## src/alx_pkg.sv

```systemverilog
// Shared types and constants of the arithmetic expression lexer.
package alx_pkg;

	localparam int MAX_DIGITS = 18;
	localparam int MAX_DEPTH  = 255;

	localparam int DEPTH_W = $clog2(MAX_DEPTH + 1);
	localparam int DCNT_W  = $clog2(MAX_DIGITS + 1);
	localparam int MANT_W  = 60;
	localparam int FRAC_W  = 5;
	localparam int CHAR_W  = 8;
	localparam int OPN_W   = 2;
	localparam int KIND_W  = 2;
	localparam int DATA_W  = 80;

	localparam logic [CHAR_W-1:0] CH_TILDE = 8'h7E;
	localparam logic [CHAR_W-1:0] CH_OPEN  = 8'h28;
	localparam logic [CHAR_W-1:0] CH_CLOSE = 8'h29;
	localparam logic [CHAR_W-1:0] CH_POINT = 8'h2E;
	localparam logic [CHAR_W-1:0] CH_MINUS = 8'h2D;
	localparam logic [CHAR_W-1:0] CH_PLUS  = 8'h2B;
	localparam logic [CHAR_W-1:0] CH_STAR  = 8'h2A;
	localparam logic [CHAR_W-1:0] CH_SLASH = 8'h2F;
	localparam logic [CHAR_W-1:0] CH_ZERO  = 8'h30;
	localparam logic [CHAR_W-1:0] CH_NINE  = 8'h39;

	typedef enum logic [OPN_W-1:0] {
		OPN_CHAR  = 2'd0,
		OPN_END   = 2'd1,
		OPN_CLEAR = 2'd2
	} opn_t;

	typedef enum logic [KIND_W-1:0] {
		TK_NONE     = 2'd0,
		TK_NUMBER   = 2'd1,
		TK_OPERATOR = 2'd2
	} kind_t;

	typedef enum logic [2:0] {
		LS_OP     = 3'd0,
		LS_NUM    = 3'd1,
		LS_POINT  = 3'd2,
		LS_FRAC   = 3'd3,
		LS_UMINUS = 3'd4,
		LS_CLOSE  = 3'd5,
		LS_ERR    = 3'd6
	} lex_state_t;

	typedef struct packed {
		logic                accepted;
		kind_t               kind;
		logic [MANT_W-1:0]   mantissa;
		logic [FRAC_W-1:0]   frac;
		logic                too_long;
		logic [CHAR_W-1:0]   opc;
	} res_t;

	// Results of one input: one or two items.
	typedef struct packed {
		logic two;
		res_t first;
		res_t second;
	} res_pair_t;

endpackage

```

## src/alx_core.sv

```systemverilog
// Lexer state registers and the single-pass step logic for one input beat.
module alx_core
	import alx_pkg::*;
(
	input  logic                clk,
	input  logic                arst_n,
	input  logic                step,
	input  logic [OPN_W-1:0]    operation,
	input  logic [CHAR_W-1:0]   char_code,
	output res_pair_t           res
);

	lex_state_t          state_q, state_d;
	logic [DEPTH_W-1:0]  depth_q, depth_d;
	logic [MANT_W-1:0]   mant_q, mant_d;
	logic [FRAC_W-1:0]   frac_q, frac_d;
	logic [DCNT_W-1:0]   dcnt_q, dcnt_d;
	logic                ovf_q, ovf_d;
	logic                pend_q, pend_d;

	logic       is_dig, is_arith, refused;
	lex_state_t nxt;
	res_t       status_ok, status_bad, num_tok, zero_tok, op_tok;

	function automatic lex_state_t next_state(lex_state_t s, logic dig, logic arith,
			logic [CHAR_W-1:0] c);
		lex_state_t r;
		r = LS_ERR;
		unique case (s)
			LS_OP: begin
				if (dig) r = LS_NUM;
				else if (c == CH_MINUS) r = LS_UMINUS;
				else if (c == CH_OPEN) r = LS_OP;
			end
			LS_NUM: begin
				if (dig) r = LS_NUM;
				else if (arith) r = LS_OP;
				else if (c == CH_POINT) r = LS_POINT;
				else if (c == CH_CLOSE) r = LS_CLOSE;
			end
			LS_POINT: begin
				if (dig) r = LS_FRAC;
			end
			LS_FRAC: begin
				if (dig) r = LS_FRAC;
				else if (arith) r = LS_OP;
				else if (c == CH_CLOSE) r = LS_CLOSE;
			end
			LS_UMINUS: begin
				if (dig) r = LS_NUM;
				else if (c == CH_OPEN) r = LS_OP;
			end
			LS_CLOSE: begin
				if (arith) r = LS_OP;
				else if (c == CH_CLOSE) r = LS_CLOSE;
			end
			default: r = LS_ERR;
		endcase
		return r;
	endfunction

	assign is_dig   = (char_code >= CH_ZERO) && (char_code <= CH_NINE);
	assign is_arith = (char_code == CH_PLUS) || (char_code == CH_MINUS) ||
	                  (char_code == CH_STAR) || (char_code == CH_SLASH);
	assign nxt      = next_state(state_q, is_dig, is_arith, char_code);
	assign refused  = (nxt == LS_ERR) || ((char_code == CH_CLOSE) && (depth_q == '0));

	always_comb begin
		status_ok  = '{accepted: 1'b1, kind: TK_NONE, mantissa: '0, frac: '0,
		               too_long: 1'b0, opc: '0};
		status_bad = status_ok;
		status_bad.accepted = 1'b0;
		num_tok = '{accepted: 1'b1, kind: TK_NUMBER, mantissa: mant_q, frac: frac_q,
		            too_long: ovf_q, opc: '0};
		zero_tok = '{accepted: 1'b1, kind: TK_NUMBER, mantissa: '0, frac: '0,
		             too_long: 1'b0, opc: '0};
		op_tok = '{accepted: 1'b1, kind: TK_OPERATOR, mantissa: '0, frac: '0,
		           too_long: 1'b0, opc: char_code};
	end

	always_comb begin
		state_d = state_q;
		depth_d = depth_q;
		mant_d  = mant_q;
		frac_d  = frac_q;
		dcnt_d  = dcnt_q;
		ovf_d   = ovf_q;
		pend_d  = pend_q;
		res.two    = 1'b0;
		res.first  = status_bad;
		res.second = status_bad;
		unique case (operation)
			OPN_CLEAR: begin
				state_d = LS_OP;
				depth_d = '0;
				mant_d  = '0;
				frac_d  = '0;
				dcnt_d  = '0;
				ovf_d   = 1'b0;
				pend_d  = 1'b0;
				res.first = status_ok;
			end
			OPN_END: begin
				if ((depth_q == '0) &&
				    (state_q == LS_NUM || state_q == LS_FRAC || state_q == LS_CLOSE)) begin
					if (pend_q) begin
						res.first = num_tok;
						mant_d = '0;
						frac_d = '0;
						dcnt_d = '0;
						ovf_d  = 1'b0;
						pend_d = 1'b0;
					end else begin
						res.first = status_ok;
					end
				end
			end
			OPN_CHAR: begin
				if (!refused) begin
					state_d = nxt;
					if (char_code == CH_OPEN && depth_q < DEPTH_W'(MAX_DEPTH))
						depth_d = depth_q + 1'b1;
					if (char_code == CH_CLOSE)
						depth_d = depth_q - 1'b1;
					if (nxt == LS_NUM || nxt == LS_POINT || nxt == LS_FRAC) begin
						pend_d = 1'b1;
						if (is_dig) begin
							if (dcnt_q < DCNT_W'(MAX_DIGITS)) begin
								// Multiply by ten as two shifted adds.
								mant_d = (mant_q << 3) + (mant_q << 1) +
								         MANT_W'(char_code[3:0]);
								dcnt_d = dcnt_q + 1'b1;
								if (nxt == LS_FRAC)
									frac_d = frac_q + 1'b1;
							end else begin
								ovf_d = 1'b1;
							end
						end
						res.first = status_ok;
					end else if (nxt == LS_OP || nxt == LS_CLOSE) begin
						if (state_q == LS_NUM || state_q == LS_FRAC) begin
							res.two    = 1'b1;
							res.first  = num_tok;
							res.second = op_tok;
							mant_d = '0;
							frac_d = '0;
							dcnt_d = '0;
							ovf_d  = 1'b0;
							pend_d = 1'b0;
						end else begin
							res.first = op_tok;
						end
					end else begin
						// Unary minus: a zero operand, then the negate operator.
						res.two    = 1'b1;
						res.first  = zero_tok;
						res.second = op_tok;
						res.second.opc = CH_TILDE;
					end
				end
			end
			default: res.first = status_bad;
		endcase
	end

	always_ff @(posedge clk or negedge arst_n) begin
		if (!arst_n) begin
			state_q <= LS_OP;
			depth_q <= '0;
			mant_q  <= '0;
			frac_q  <= '0;
			dcnt_q  <= '0;
			ovf_q   <= 1'b0;
			pend_q  <= 1'b0;
		end else if (step) begin
			state_q <= state_d;
			depth_q <= depth_d;
			mant_q  <= mant_d;
			frac_q  <= frac_d;
			dcnt_q  <= dcnt_d;
			ovf_q   <= ovf_d;
			pend_q  <= pend_d;
		end
	end

endmodule

```

## src/alx_obuf.sv

```systemverilog
// Two-slot result register that sends the one or two beats of an input in order.
module alx_obuf
	import alx_pkg::*;
(
	input  logic      clk,
	input  logic      arst_n,
	input  logic      load,
	input  res_pair_t pair,
	output logic      can_load,
	output logic      out_valid,
	input  logic      out_ready,
	output res_t      out_res,
	output logic      out_last
);

	res_t head_q, tail_q;
	logic head_last_q;
	logic head_vld_q, tail_vld_q;
	logic take;

	assign take      = head_vld_q && out_ready;
	assign can_load  = !head_vld_q || (take && !tail_vld_q);
	assign out_valid = head_vld_q;
	assign out_res   = head_q;
	assign out_last  = head_last_q;

	always_ff @(posedge clk or negedge arst_n) begin
		if (!arst_n) begin
			head_vld_q <= 1'b0;
			tail_vld_q <= 1'b0;
		end else if (load) begin
			head_vld_q <= 1'b1;
			tail_vld_q <= pair.two;
		end else if (take) begin
			head_vld_q <= tail_vld_q;
			tail_vld_q <= 1'b0;
		end
	end

	always_ff @(posedge clk) begin
		if (load) begin
			head_q      <= pair.first;
			head_last_q <= !pair.two;
			tail_q      <= pair.second;
		end else if (take && tail_vld_q) begin
			head_q      <= tail_q;
			head_last_q <= 1'b1;
		end
	end

endmodule

```

## src/arithmetic_expression_lexer.sv

```systemverilog
// Top level of the arithmetic expression lexer: input register, step logic, result register.
// Latency: an accepted beat is registered in the input stage, is stepped into the result
// register, and its first result beat is offered from there.
// Throughput: one input beat per cycle while m_tready stays high and each input gives one result beat;
// an input that gives two beats (operator after a number, unary minus) holds the single result port for both.
// Reset: arst_n clears the lexer to the after-operator state with depth zero and no number.
module arithmetic_expression_lexer
	import alx_pkg::*;
(
	input  logic               clk,
	input  logic               arst_n,
	// Input stream: one character, end of expression or clear per beat.
	input  logic               s_tvalid,
	output logic               s_tready,
	input  logic [7:0]         s_tdata,   // [7:0] char_code
	input  logic [1:0]         s_tuser,   // [1:0] operation
	// Result stream: status, number token or operator token per beat.
	output logic               m_tvalid,
	input  logic               m_tready,
	output logic [DATA_W-1:0]  m_tdata,   // [0] accepted, [60:1] mantissa,
	                                      // [65:61] fraction_digits, [66] too_long,
	                                      // [74:67] operator_code, [79:75] zero
	output logic [1:0]         m_tuser,   // [1:0] token_kind
	output logic               m_tlast    // last
);

	// Input register stage. It frees up whenever its beat is stepped, so a new
	// beat can enter in the same cycle.
	logic              vld_s1;
	logic [OPN_W-1:0]  opn_s1;
	logic [CHAR_W-1:0] char_s1;

	logic      step;
	logic      can_load;
	res_pair_t pair;
	res_t      out_res;

	assign step     = vld_s1 && can_load;
	assign s_tready = !vld_s1 || step;

	always_ff @(posedge clk or negedge arst_n) begin
		if (!arst_n) begin
			vld_s1 <= 1'b0;
		end else if (s_tready) begin
			vld_s1 <= s_tvalid;
		end
	end

	always_ff @(posedge clk) begin
		if (s_tvalid && s_tready) begin
			opn_s1  <= s_tuser;
			char_s1 <= s_tdata;
		end
	end

	// The lexer state only advances when the result register can take the
	// whole result of the beat, so no result is ever dropped.
	alx_core u_core (
		.clk       (clk),
		.arst_n    (arst_n),
		.step      (step),
		.operation (opn_s1),
		.char_code (char_s1),
		.res       (pair)
	);

	alx_obuf u_obuf (
		.clk       (clk),
		.arst_n    (arst_n),
		.load      (step),
		.pair      (pair),
		.can_load  (can_load),
		.out_valid (m_tvalid),
		.out_ready (m_tready),
		.out_res   (out_res),
		.out_last  (m_tlast)
	);

	assign m_tdata = {5'b0, out_res.opc, out_res.too_long, out_res.frac,
	                  out_res.mantissa, out_res.accepted};
	assign m_tuser = KIND_W'(out_res.kind);

endmodule

```

## config.mk

```make
export PLATFORM = sky130hd
export DESIGN_NAME = arithmetic_expression_lexer
export DESIGN_NICKNAME = d
export VERILOG_FILES = /design/src/alx_pkg.sv /design/src/alx_core.sv /design/src/alx_obuf.sv /design/src/arithmetic_expression_lexer.sv
export SDC_FILE = /design/constraint.sdc
export NUM_CORES = 1
export LEC_CHECK = 0
export BUFFER_PORTS_ARGS = -buffer_cell sky130_fd_sc_hd__buf_2
export CAP_MARGIN = 10
export CORE_AREA = 3 3 150 152
export CTS_CLUSTER_SIZE = 16
export DETAILED_ROUTE_END_ITERATION = 10
export DIE_AREA = 0 0 153 155
export PLACE_DENSITY = 0.84
export SYNTH_ARGS = -nofsm -noshare
export SYNTH_HDL_FRONTEND = slang
export SYNTH_SLANG_ARGS = --single-unit
```

## constraint.sdc

```tcl
create_clock -name clk -period 9.9 [get_ports clk]
set_input_delay 1.485 -clock clk [delete_from_list [all_inputs] [get_ports clk]]
set_output_delay 1.485 -clock clk [all_outputs]
set_load 0.05 [all_outputs]
```

After elaboration in Yosys (flattened, before gate mapping)
Index checks and enable logic that the tools add are counted.
{"block": "classes", "add_sub_neg": 6, "mux": 75, "bitwise": 3, "order_cmp": 4, "reduce_logical": 41, "eq_ne": 29}
{"operator": "two-way mux 60 bit", "count": 8}
{"operator": "two-way mux 77 bit", "count": 6}
{"operator": "two-way mux 155 bit", "count": 2}
{"operator": "one-hot mux 77 bit (3 select lines)", "count": 1}
{"operator": "one-hot mux 60 bit (3 select lines)", "count": 1}
{"operator": "two-way mux 76 bit", "count": 1}
{"operator": "two-way mux 75 bit", "count": 1}
{"operator": "two-way mux 5 bit", "count": 13}
{"operator": "adder 60 x 4 -> 60 bit", "count": 1}
{"operator": "adder 60 bit", "count": 1}
{"operator": "equality test 8 x 6 -> 1 bit (second input constant)", "count": 7}
{"operator": "two-way mux 3 bit", "count": 11}
{"operator": "one-hot mux 5 bit (3 select lines)", "count": 2}
{"operator": "two-way mux 8 bit", "count": 3}
{"operator": "two-way mux 1 bit", "count": 20}
{"operator": "one-hot mux 3 bit (6 select lines)", "count": 1}
{"operator": "AND reduction 9 bit", "count": 2}
{"operator": "one-hot mux 8 bit (2 select lines)", "count": 1}
{"operator": "equality test 3 x 2 -> 1 bit (second input constant)", "count": 4}
{"operator": "equality test 3 bit (second input constant)", "count": 4}
{"operator": "logical OR 1 bit", "count": 11}
{"operator": "adder 5 x 1 -> 5 bit (second input constant)", "count": 2}
{"operator": "AND reduction 10 bit", "count": 1}
{"operator": "logical AND 1 bit", "count": 9}
{"operator": "other kinds (30)", "count": 45}
{"block": "word_totals", "elab_cells": 185, "in_bits": 14, "out_inout_bits": 85, "regBits": 251}

Depth between registers and ports, before layout
Gate-level depths: netlist of run 1.
{"block": "depth", "depth_word": 15, "ltp_mapped": 14, "depth_no_buf": 14}

Hierarchy
From an unflattened synthesis of run 1, not the netlist that was laid out.
{"block": "unflattened", "cells_unflattened": 1399, "hier_area_um2": 15626.2}
{"mod": "alx_core", "cells_each": 1127, "seq_area_each_um2": 2077.0, "area_per_inst_um2": 9151.3, "n_inst": 1}
{"mod": "alx_obuf", "cells_each": 251, "seq_area_each_um2": 4704.5, "area_per_inst_um2": 6073.3, "n_inst": 1}
{"mod": "arithmetic_expression_lexer", "cells_each": 21, "seq_area_each_um2": 325.3, "area_per_inst_um2": 401.6, "n_inst": 1}

Least setup slack after synthesis of run 1
Ideal clock, no wire load.
{"block": "synth_timing", "path_kind": "input to register", "start": "input port m_tready", "end": "register u_obuf.head_last_q, in the netlist u_obuf.out_last (enable)", "required_time_ns": 9.385, "slack_ns": 4.593, "setup_ns": 0.515, "stages": 2, "path_buffers": 0, "arrival_time_ns": 4.792, "cell_sequence": "nor2b_1 > nor2_1"}
{"block": "synth_between", "elab_chain_len": 5, "elab_cells_between_ends": 6, "classes_between": "reduce/logical (6)"}
{"element": "from (decl)", "line": "arithmetic_expression_lexer.sv:19", "text": "input logic m_tready,"}
{"element": "logical AND 1 bit *", "line": "alx_obuf.sv:21", "text": "assign take = head_vld_q && out_ready;"}
{"element": "logical AND 1 bit", "line": "alx_obuf.sv:22", "text": "assign can_load = !head_vld_q || (take && !tail_vld_q);"}
{"element": "logical OR 1 bit", "line": "alx_obuf.sv:22"}
{"element": "logical AND 1 bit", "line": "arithmetic_expression_lexer.sv:38", "text": "assign step = vld_s1 && can_load;"}
{"element": "nonzero test 2 bit (no source line) *"}
{"element": "to (signal assigned)", "line": "alx_obuf.sv:43", "text": "head_last_q <= !pair.two;"}
{"element": "to (decl)", "line": "alx_obuf.sv:17", "text": "logic head_last_q;"}
Mark *: on every way between the ends. The rest lies on a longest branch, timed or not.
A chain may end at the register's enable or synchronous reset.

Final worst setup path of run 1
{"block": "layout_timing", "start": "register char_s1[2]", "end": "register u_core.mant_q[58]"}
{"block": "layout_between", "elab_chain_len": 13, "elab_cells_between_ends": 48, "classes_between": "add/sub (1); order compare (2); eq/ne (17); mux (17); reduce/logical (11)"}
{"element": "from (decl)", "line": "arithmetic_expression_lexer.sv:31", "text": "logic [CHAR_W-1:0] char_s1;"}
{"element": "from (signal assigned)", "line": "arithmetic_expression_lexer.sv:52", "text": "char_s1 <= s_tdata;"}
{"element": "parallel branches: the longest is 13 deep, another holds adder 60 x 4 -> 60 bit"}
{"element": "to (signal assigned)", "line": "alx_core.sv:178", "text": "mant_q <= mant_d;"}
{"element": "to (decl)", "line": "alx_core.sv:15", "text": "logic [MANT_W-1:0] mant_q, mant_d;"}
Parallel ways; which one is timed is not known. The select of a mux whose other input is x is not followed.

==> results of run 1 <==
[path summary, 6_finish.rpt]
check	startpoint	to	slack [ns]	depth (start not counted)
worst max-delay path	char_s1[2]	u_core.mant_q[58]	5.56	14
min in group asynchronous	arst_n	u_core.mant_q[23]	0.97	1
worst min-delay path	u_core.ovf_q	u_core.ovf_q	0.52	2
max in group asynchronous	arst_n	u_core.mant_q[58]	7.80	2
worst max register to register	char_s1[2]	u_core.mant_q[58]	5.56	14
worst min register to register	u_core.ovf_q	u_core.ovf_q	0.52	2
[state kept, by name, indices dropped and copies added (netlist names), 3 cells and up]
name,cells
u_core.depth_q,8
u_core.frac_q,5
char_s1,8
u_core.dcnt_q,5
u_core.state_q,3
u_core.mant_q,60
u_obuf.tail_q,9
u_obuf.out_res,77
[cell families (layout without fill, tap and decap cells)]
family / Yosys count / after routing / synth area share
other cells: 1 / 6 / 0.000323
flops: 183 / 183 / 0.437
fa+ha+maj: 126 / 126 / 0.138
simple gates: 373 / 373 / 0.161
mux: 2 / 2 / 0.00173
buf+inv: 86 / 160 / 0.0319
xor+xnor: 62 / 62 / 0.0468
compound gates: 321 / 321 / 0.184
[power groups by stage]
| stage | combinational [mW] | sequential, mW | clock [mW] |
|---|---|---|---|
| 2_1_floorplan | 0.0535 | 0.952 | 0 |
| 3_3_place_gp | 0.176 | 0.869 | 0 |
| 3_5_place_dp | 0.179 | 0.869 | 0 |
| 4_1_cts | 0.179 | 0.854 | 0.716 |
| 5_1_grt | 0.189 | 0.857 | 0.746 |
| 6_report | 0.178 | 0.853 | 0.708 |
[layout make-up]
type                       count  area (um2)  area share
timing repair buffer          99         513      0.0399
tap                          275         344      0.0267
sequential                   183        5060       0.394
inverter                      29         109     0.00846
clock inverter                15         203      0.0157
clock buffer                  17         425      0.0331
multi-input combinational    890        6210       0.483
[per-layer routing]
layer  vias up  wire (um)  global-route usage
met2       268      12300               0.363
met3        49       1180              0.0392
met1      4384      11900               0.298
met5         -          0                   0
met4         0        427              0.0569
li1       4387          -                   -
[stage by stage]
step                total power [mW]  hold slack (ns)  instance area (um2)  std cells
floorplan                       1.01            0.458                11600       1159
global placement                1.04            0.491                12200       1476
detailed placement              1.05            0.502                12200       1476
CTS                             1.75            0.521                12900       1508
global route                    1.79            0.550                12900       1508
finish                          1.74            0.525                12900       1508
[critical path, delay by kind of cell (launching register included)]
kind | cells | cell delay (ns)
AND/OR/NAND/NOR | 1 | 0.18
XOR/XNOR | 1 | 0.19
adder cells (fa/ha/maj) | 3 | 0.96
buffers and inverters | 1 | 0.07
flip-flops | 1 | 0.58
AO/OA/AOI/OAI | 8 | 2.24
[cell usage in the layout (no fill, tap or decap), types with 27 or more instances in the layout]
cell and instances:
ha_1 122, buf_2 92, and2_1 74, nand2_1 145, o31ai_1 51, xnor2_1 34
a21o_1 27, a21oi_1 81, dfrtp_1 86, edfxtp_1 97, inv_1 29, nor2_1 49
o21ai_0 59, xor2_1 28
==> flow_metrics.tcl, run 1 <==
set metrics [dict create \
    crit_fanout 10 \
    netlist_top_cells_count "nand2_1 (145), ha_1 (122), edfxtp_1 (97)" \
    firstDrtPassIters 6 \
    swShare 0.289 \
    portBuffers 93 \
    postLayoutCoreUtil 0.608 \
    finalMaxSlewViolations 0 \
    nNetsFinal 1359 \
    synth_area_um2 11600 \
    ir_drop_uv 111 \
    place_congestion 0.917 \
    cts_hold_buf 0 \
    rsz0062_at_grt "no" \
    crit_chain "ha_1 > ha_1 > inv_1 > fa_1 > nand2b_1 > a21oi_1 > o311a_1 > o211ai_1 > a21oi_1 > a21oi_1 > o31ai_1 > a31oi_1 > xor2_1 > o31ai_1" \
    setup_violations 0 \
    vias 9088 \
    cts.sinks 183 \
    synth-edff-count 97 \
    syn2layout_area_growth_pct 10.9 \
    row_count 53 \
    insertion_delay_ns 0.45 \
    cpMaxStageDelayCell "edfxtp_1" \
    tns_ns 0 \
    place_worst_setup_slack_ns 5.26 \
    finClkSkew_ns 0.0164 \
    postRouteWirelength_mm 25.9 \
    synth_area_leaders "edfxtp_1 (25%), dfrtp_1 (19%), ha_1 (13%), nand2_1 (4.7%), and2_1 (4.0%)" \
    antenna_found_initial 0 \
    synth_area_per_cell_um2 10.1 \
    vias_per_cell 6.03 \
    postCtsSetupRepairBufs 0 \
    fin_crit_sh 0.438 \
    cp.required_ns 10.21 \
    synth_top_area_frac 0.251 \
    grt_pass1_vias 8774 \
    fp.dieH_um 155 \
    powerDensity_nw_per_um2 135 \
    diodes 0 \
    internal-power_mw 1.24 \
    critPathArrivalTime_ns 4.65 \
    core_um2 21200 \
    fin_crit_ns 4.34 \
    crit_path_frequent_cell "a21oi_1" \
    synthDistinctLibCells 72 \
    ioPinCount 99 \
    overflow 0 \
    htreeDepth 4 \
    yosys.area.top_type "edfxtp_1" \
    slew_headroom 0.302 \
    slowest_delay_ns 0.58 \
    cts.reportedPaths.clkPinSlew_ns 0.07 \
    grt_first_pass_wirelength_mm 43.2 \
    yosysMostFrequentCell "nand2_1" \
    drtIter0Drc 717 \
    synth_cells 1154 \
    yosysSeqAreaShare 0.437 \
    hp-class "reg2reg" \
    drc_errors 0 \
    max_freq_ghz 0.231 \
    ys.flop_type "edfxtp_1" \
    seq_power_share 0.491 \
    fin_ws_ns 5.56 \
    grt_use_total 0.218 \
    hpwl_mm 18.1 \
    grt_max_degree 109 \
    start_util 0.548 \
    fillers 1664 \
    maxCapViolCount 0 \
    ys_warn_count 0 \
    die_area_um2 23700 \
    pwr-share-comb 0.102 \
    p_leak_nw 5.97 \
    tightestPinTransition_ns 1.05 \
    tritoncts.num_buffers 17 \
    clockPowerShare 0.407 \
    finalHoldViolCount 0 \
    drive_above_1_share 0.122 \
    cp-end-kind "register" \
    die_w_um 153 \
    cts_tree "yes" \
    start_kind "register" \
    clock_path_buffers 2 \
    antenna_left 0 \
    power_switching_mw 0.503 \
    routedWlPerCell_um 17.1 \
    ctsResizeCount 0 \
    ys_ff_latch 183 \
    clockRootBuffer "clkbuf_16" \
    async_flop_share 0.470 \
    status "finished, final reports clean" \
    worstSetupPathType "reg2reg" \
]
(Power assumes the default switching activity.)
==> inputs of run 2 (changes only) <==
Settings changed: ABC_AREA set to 1, CORE_AREA 3 3 150 152 to 3 3 165 167, DIE_AREA 0 0 153 155 to 0 0 168 170.
Clock period 9.9 ns to 4.28 ns, I/O delays scaled along.
==> flow_metrics.tcl, run 2 <==
set metrics [dict create \
    status "finished, final reports clean" \
    ctsResizeCount 0 \
    fin_ws_ns 0.669 \
    yosysSeqAreaShare 0.357 \
    synthDistinctLibCells 38 \
    htreeDepth 4 \
    slew_headroom 0.417 \
    vias_per_cell 5.63 \
    start_util 0.548 \
    portBuffers 93 \
    r2r_slack_ns 0.67 \
    crit_chain "inv_1 > nand2_1 > nor2_1 > nand2_2 > inv_2 > nand2_1 > nand3_1 > nor2_1 > nand3_1 > nand2_4 > nand2_2 > nand3_2 > nor2_4 > buf_4 > buf_4 > nand3_1 > nand2_1" \
    r2r_end "u_core.dcnt_q[4]" \
    routedWlPerCell_um 17.6 \
    placed_cell_area_um2 14900 \
    max_freq_ghz 0.277 \
    row_count 59 \
    tritoncts.num_buffers 17 \
    worstRegToRegCells 17 \
    synth_xor_area_frac 0.0234 \
    cp.required_ns 4.66 \
    ys_ff_latch 183 \
    final_area_um2 15500 \
    yosysMostFrequentCell "nand2_1" \
    synth_area_um2 14200 \
    synth-edff-count 97 \
    die_w_um 168 \
    diodes 0 \
    place_congestion 1.08 \
    firstDrtPassIters 7 \
    clock_path_buffers 2 \
    final_cell_mix "nand2_1 (687), inv_1 (257), nor2_1 (237)" \
    pwr-share-comb 0.392 \
    antenna_left 0 \
    drtIter0Drc 1541 \
    power_switching_mw 3.15 \
    powerDensity_nw_per_um2 436 \
    grt_pass1_vias 13400 \
    synth_compound_area_frac 0.0530 \
    synth_top_family_by_area "simple AND/OR/NAND/NOR gates" \
    fp.dieH_um 170 \
    ys_warn_count 0 \
    overflow 0 \
    cpMaxStageDelayCell "buf_4" \
    critPathLaunch "char_s1[1]" \
    antenna_found_initial 0 \
    critPathCapture "u_core.dcnt_q[4]" \
    place_worst_setup_slack_ns 0.730 \
    cts_tree "yes" \
    netlist_top_cells_count "nand2_1 (688), inv_1 (259), nor2_1 (237)" \
    cts.sinks 183 \
    synth_simple_gate_area_share 0.358 \
    seq_power_share 0.366 \
    synth_area_leaders "edfxtp_1 (21%), nand2_1 (18%), dfrtp_1 (15%), ha_1 (11%), inv_1 (6.8%)" \
    drc_errors 0 \
    core_um2 25900 \
    cp_top_family "simple AND/OR/NAND/NOR gates" \
    drive_above_1_share 0.0818 \
    worstSetupPathType "reg2reg" \
    largest_register_ffs 77 \
    dp_cells 2430 \
    ir_drop_uv 577 \
    finalHoldViolCount 0 \
    postCtsSetupRepairBufs 0 \
    cts_hold_buf 0 \
    synth_fa_ha_area_frac 0.112 \
    crit_cells 17 \
    finalNonFillerCells 2462 \
    fin_crit_ns 3.61 \
    r2r-start "char_s1[1]" \
    setup_violations 0 \
    fin_crit_sh 0.844 \
    async_flop_share 0.470 \
    internal-power_mw 3.59 \
    nNetsFinal 2253 \
    insertion_delay_ns 0.45 \
    cts.reportedPaths.clkPinSlew_ns 0.08 \
    ys.flop_type "edfxtp_1" \
    start_kind "register" \
    postRouteWirelength_mm 43.4 \
    tns_ns 0 \
    p_leak_nw 8.28 \
    synth_area_per_cell_um2 6.97 \
    grt_first_pass_wirelength_mm 69.4 \
    clockPowerShare 0.242 \
    grt_max_degree 60 \
    tightestPinTransition_ns 0.872 \
    grt_use_total 0.305 \
    hp-class "in2async" \
    hpwl_mm 33.1 \
    clockRootBuffer "clkbuf_16" \
    cp-end-kind "register" \
    swShare 0.467 \
    critPathArrivalTime_ns 3.99 \
    synth_top_area_frac 0.205 \
    synth.area.mux_share 0 \
    syn2layout_area_growth_pct 8.91 \
    yosys.area.top_type "edfxtp_1" \
    synth_cells 2039 \
    postLayoutCoreUtil 0.597 \
    maxCapViolCount 0 \
    rsz0062_at_grt "no" \
    vias 13900 \
    finalMaxSlewViolations 0 \
    crit_fanout 42 \
    die_area_um2 28600 \
    finClkSkew_ns 0.0198 \
    worst-path-buf-inv 4 \
    slowest_delay_ns 0.49 \
    ioPinCount 99 \
    final_common_cell "nand2_1" \
]
-- run 2: how the worst min path moves through the flow --
stage / to / cells after the start / slack (ns)
2_1_floorplan: u_core.dcnt_q[0] / 0 / 0.35
3_3_place_gp: u_core.mant_q[59] / 2 / 0.46
3_5_place_dp: u_core.mant_q[59] / 2 / 0.47
4_1_cts: u_core.mant_q[40] / 1 / 0.32
5_1_grt: u_core.mant_q[40] / 1 / 0.35
6_report: u_core.mant_q[40] / 1 / 0.30
-- run 2: layout make-up --
class | instances | area, um2
Inverter | 269 | 1010
Fill cell | 2400 | 10400
Sequential cell | 183 | 5060
Clock inverter | 14 | 159
Tap cell | 335 | 419
Timing Repair Buffer | 108 | 581
Clock buffer | 18 | 429
Multi-Input combinational cell | 1535 | 7800
-- run 2: per-layer routing --
metal	up-vias	wire length, um	global-route usage
li1	6691	-	-
met1	6405	18800	0.413
met2	653	19400	0.490
met3	102	3730	0.0525
met4	0	1560	0.118
met5	-	0	0
-- run 2: cells by family (layout without fill, tap and decap cells) --
| kind of cell | count (synthesis) | after routing |
|---|---|---|
| buffers and inverters | 326 | 409 |
| AND/OR/NAND/NOR | 1223 | 1223 |
| other | 1 | 6 |
| flip-flops | 183 | 183 |
| XOR/XNOR | 38 | 38 |
| adder cells (fa/ha/maj) | 125 | 125 |
| AO/OA/AOI/OAI | 143 | 143 |
-- run 2: power by group through the flow --
| stage | clock, mW | sequential [mW] | combinational, mW |
|---|---|---|---|
| finish | 1.63 | 2.47 | 2.64 |
| detailed placement | 0 | 2.51 | 2.63 |
| floorplan | 0 | 3.35 | 1.17 |
| global placement | 0 | 2.49 | 2.58 |
| CTS | 1.64 | 2.47 | 2.63 |
| global route | 1.71 | 2.51 | 2.81 |
-- run 2: per-stage QoR --
| step | hold WS (ns) | power, mW |
|---|---|---|
| floorplan | 0.346 | 4.53 |
| global placement | 0.457 | 5.08 |
| detailed placement | 0.469 | 5.14 |
| CTS | 0.324 | 6.74 |
| global route | 0.348 | 7.03 |
| finish | 0.297 | 6.74 |
-- run 2: worst register-to-register path, delay by kind of cell (launching register included) --
| family | cells | cell delay, ns |
|---|---|---|
| flip-flops | 1 | 0.47 |
| AND/OR/NAND/NOR | 13 | 1.85 |
| buffers and inverters | 4 | 1.23 |
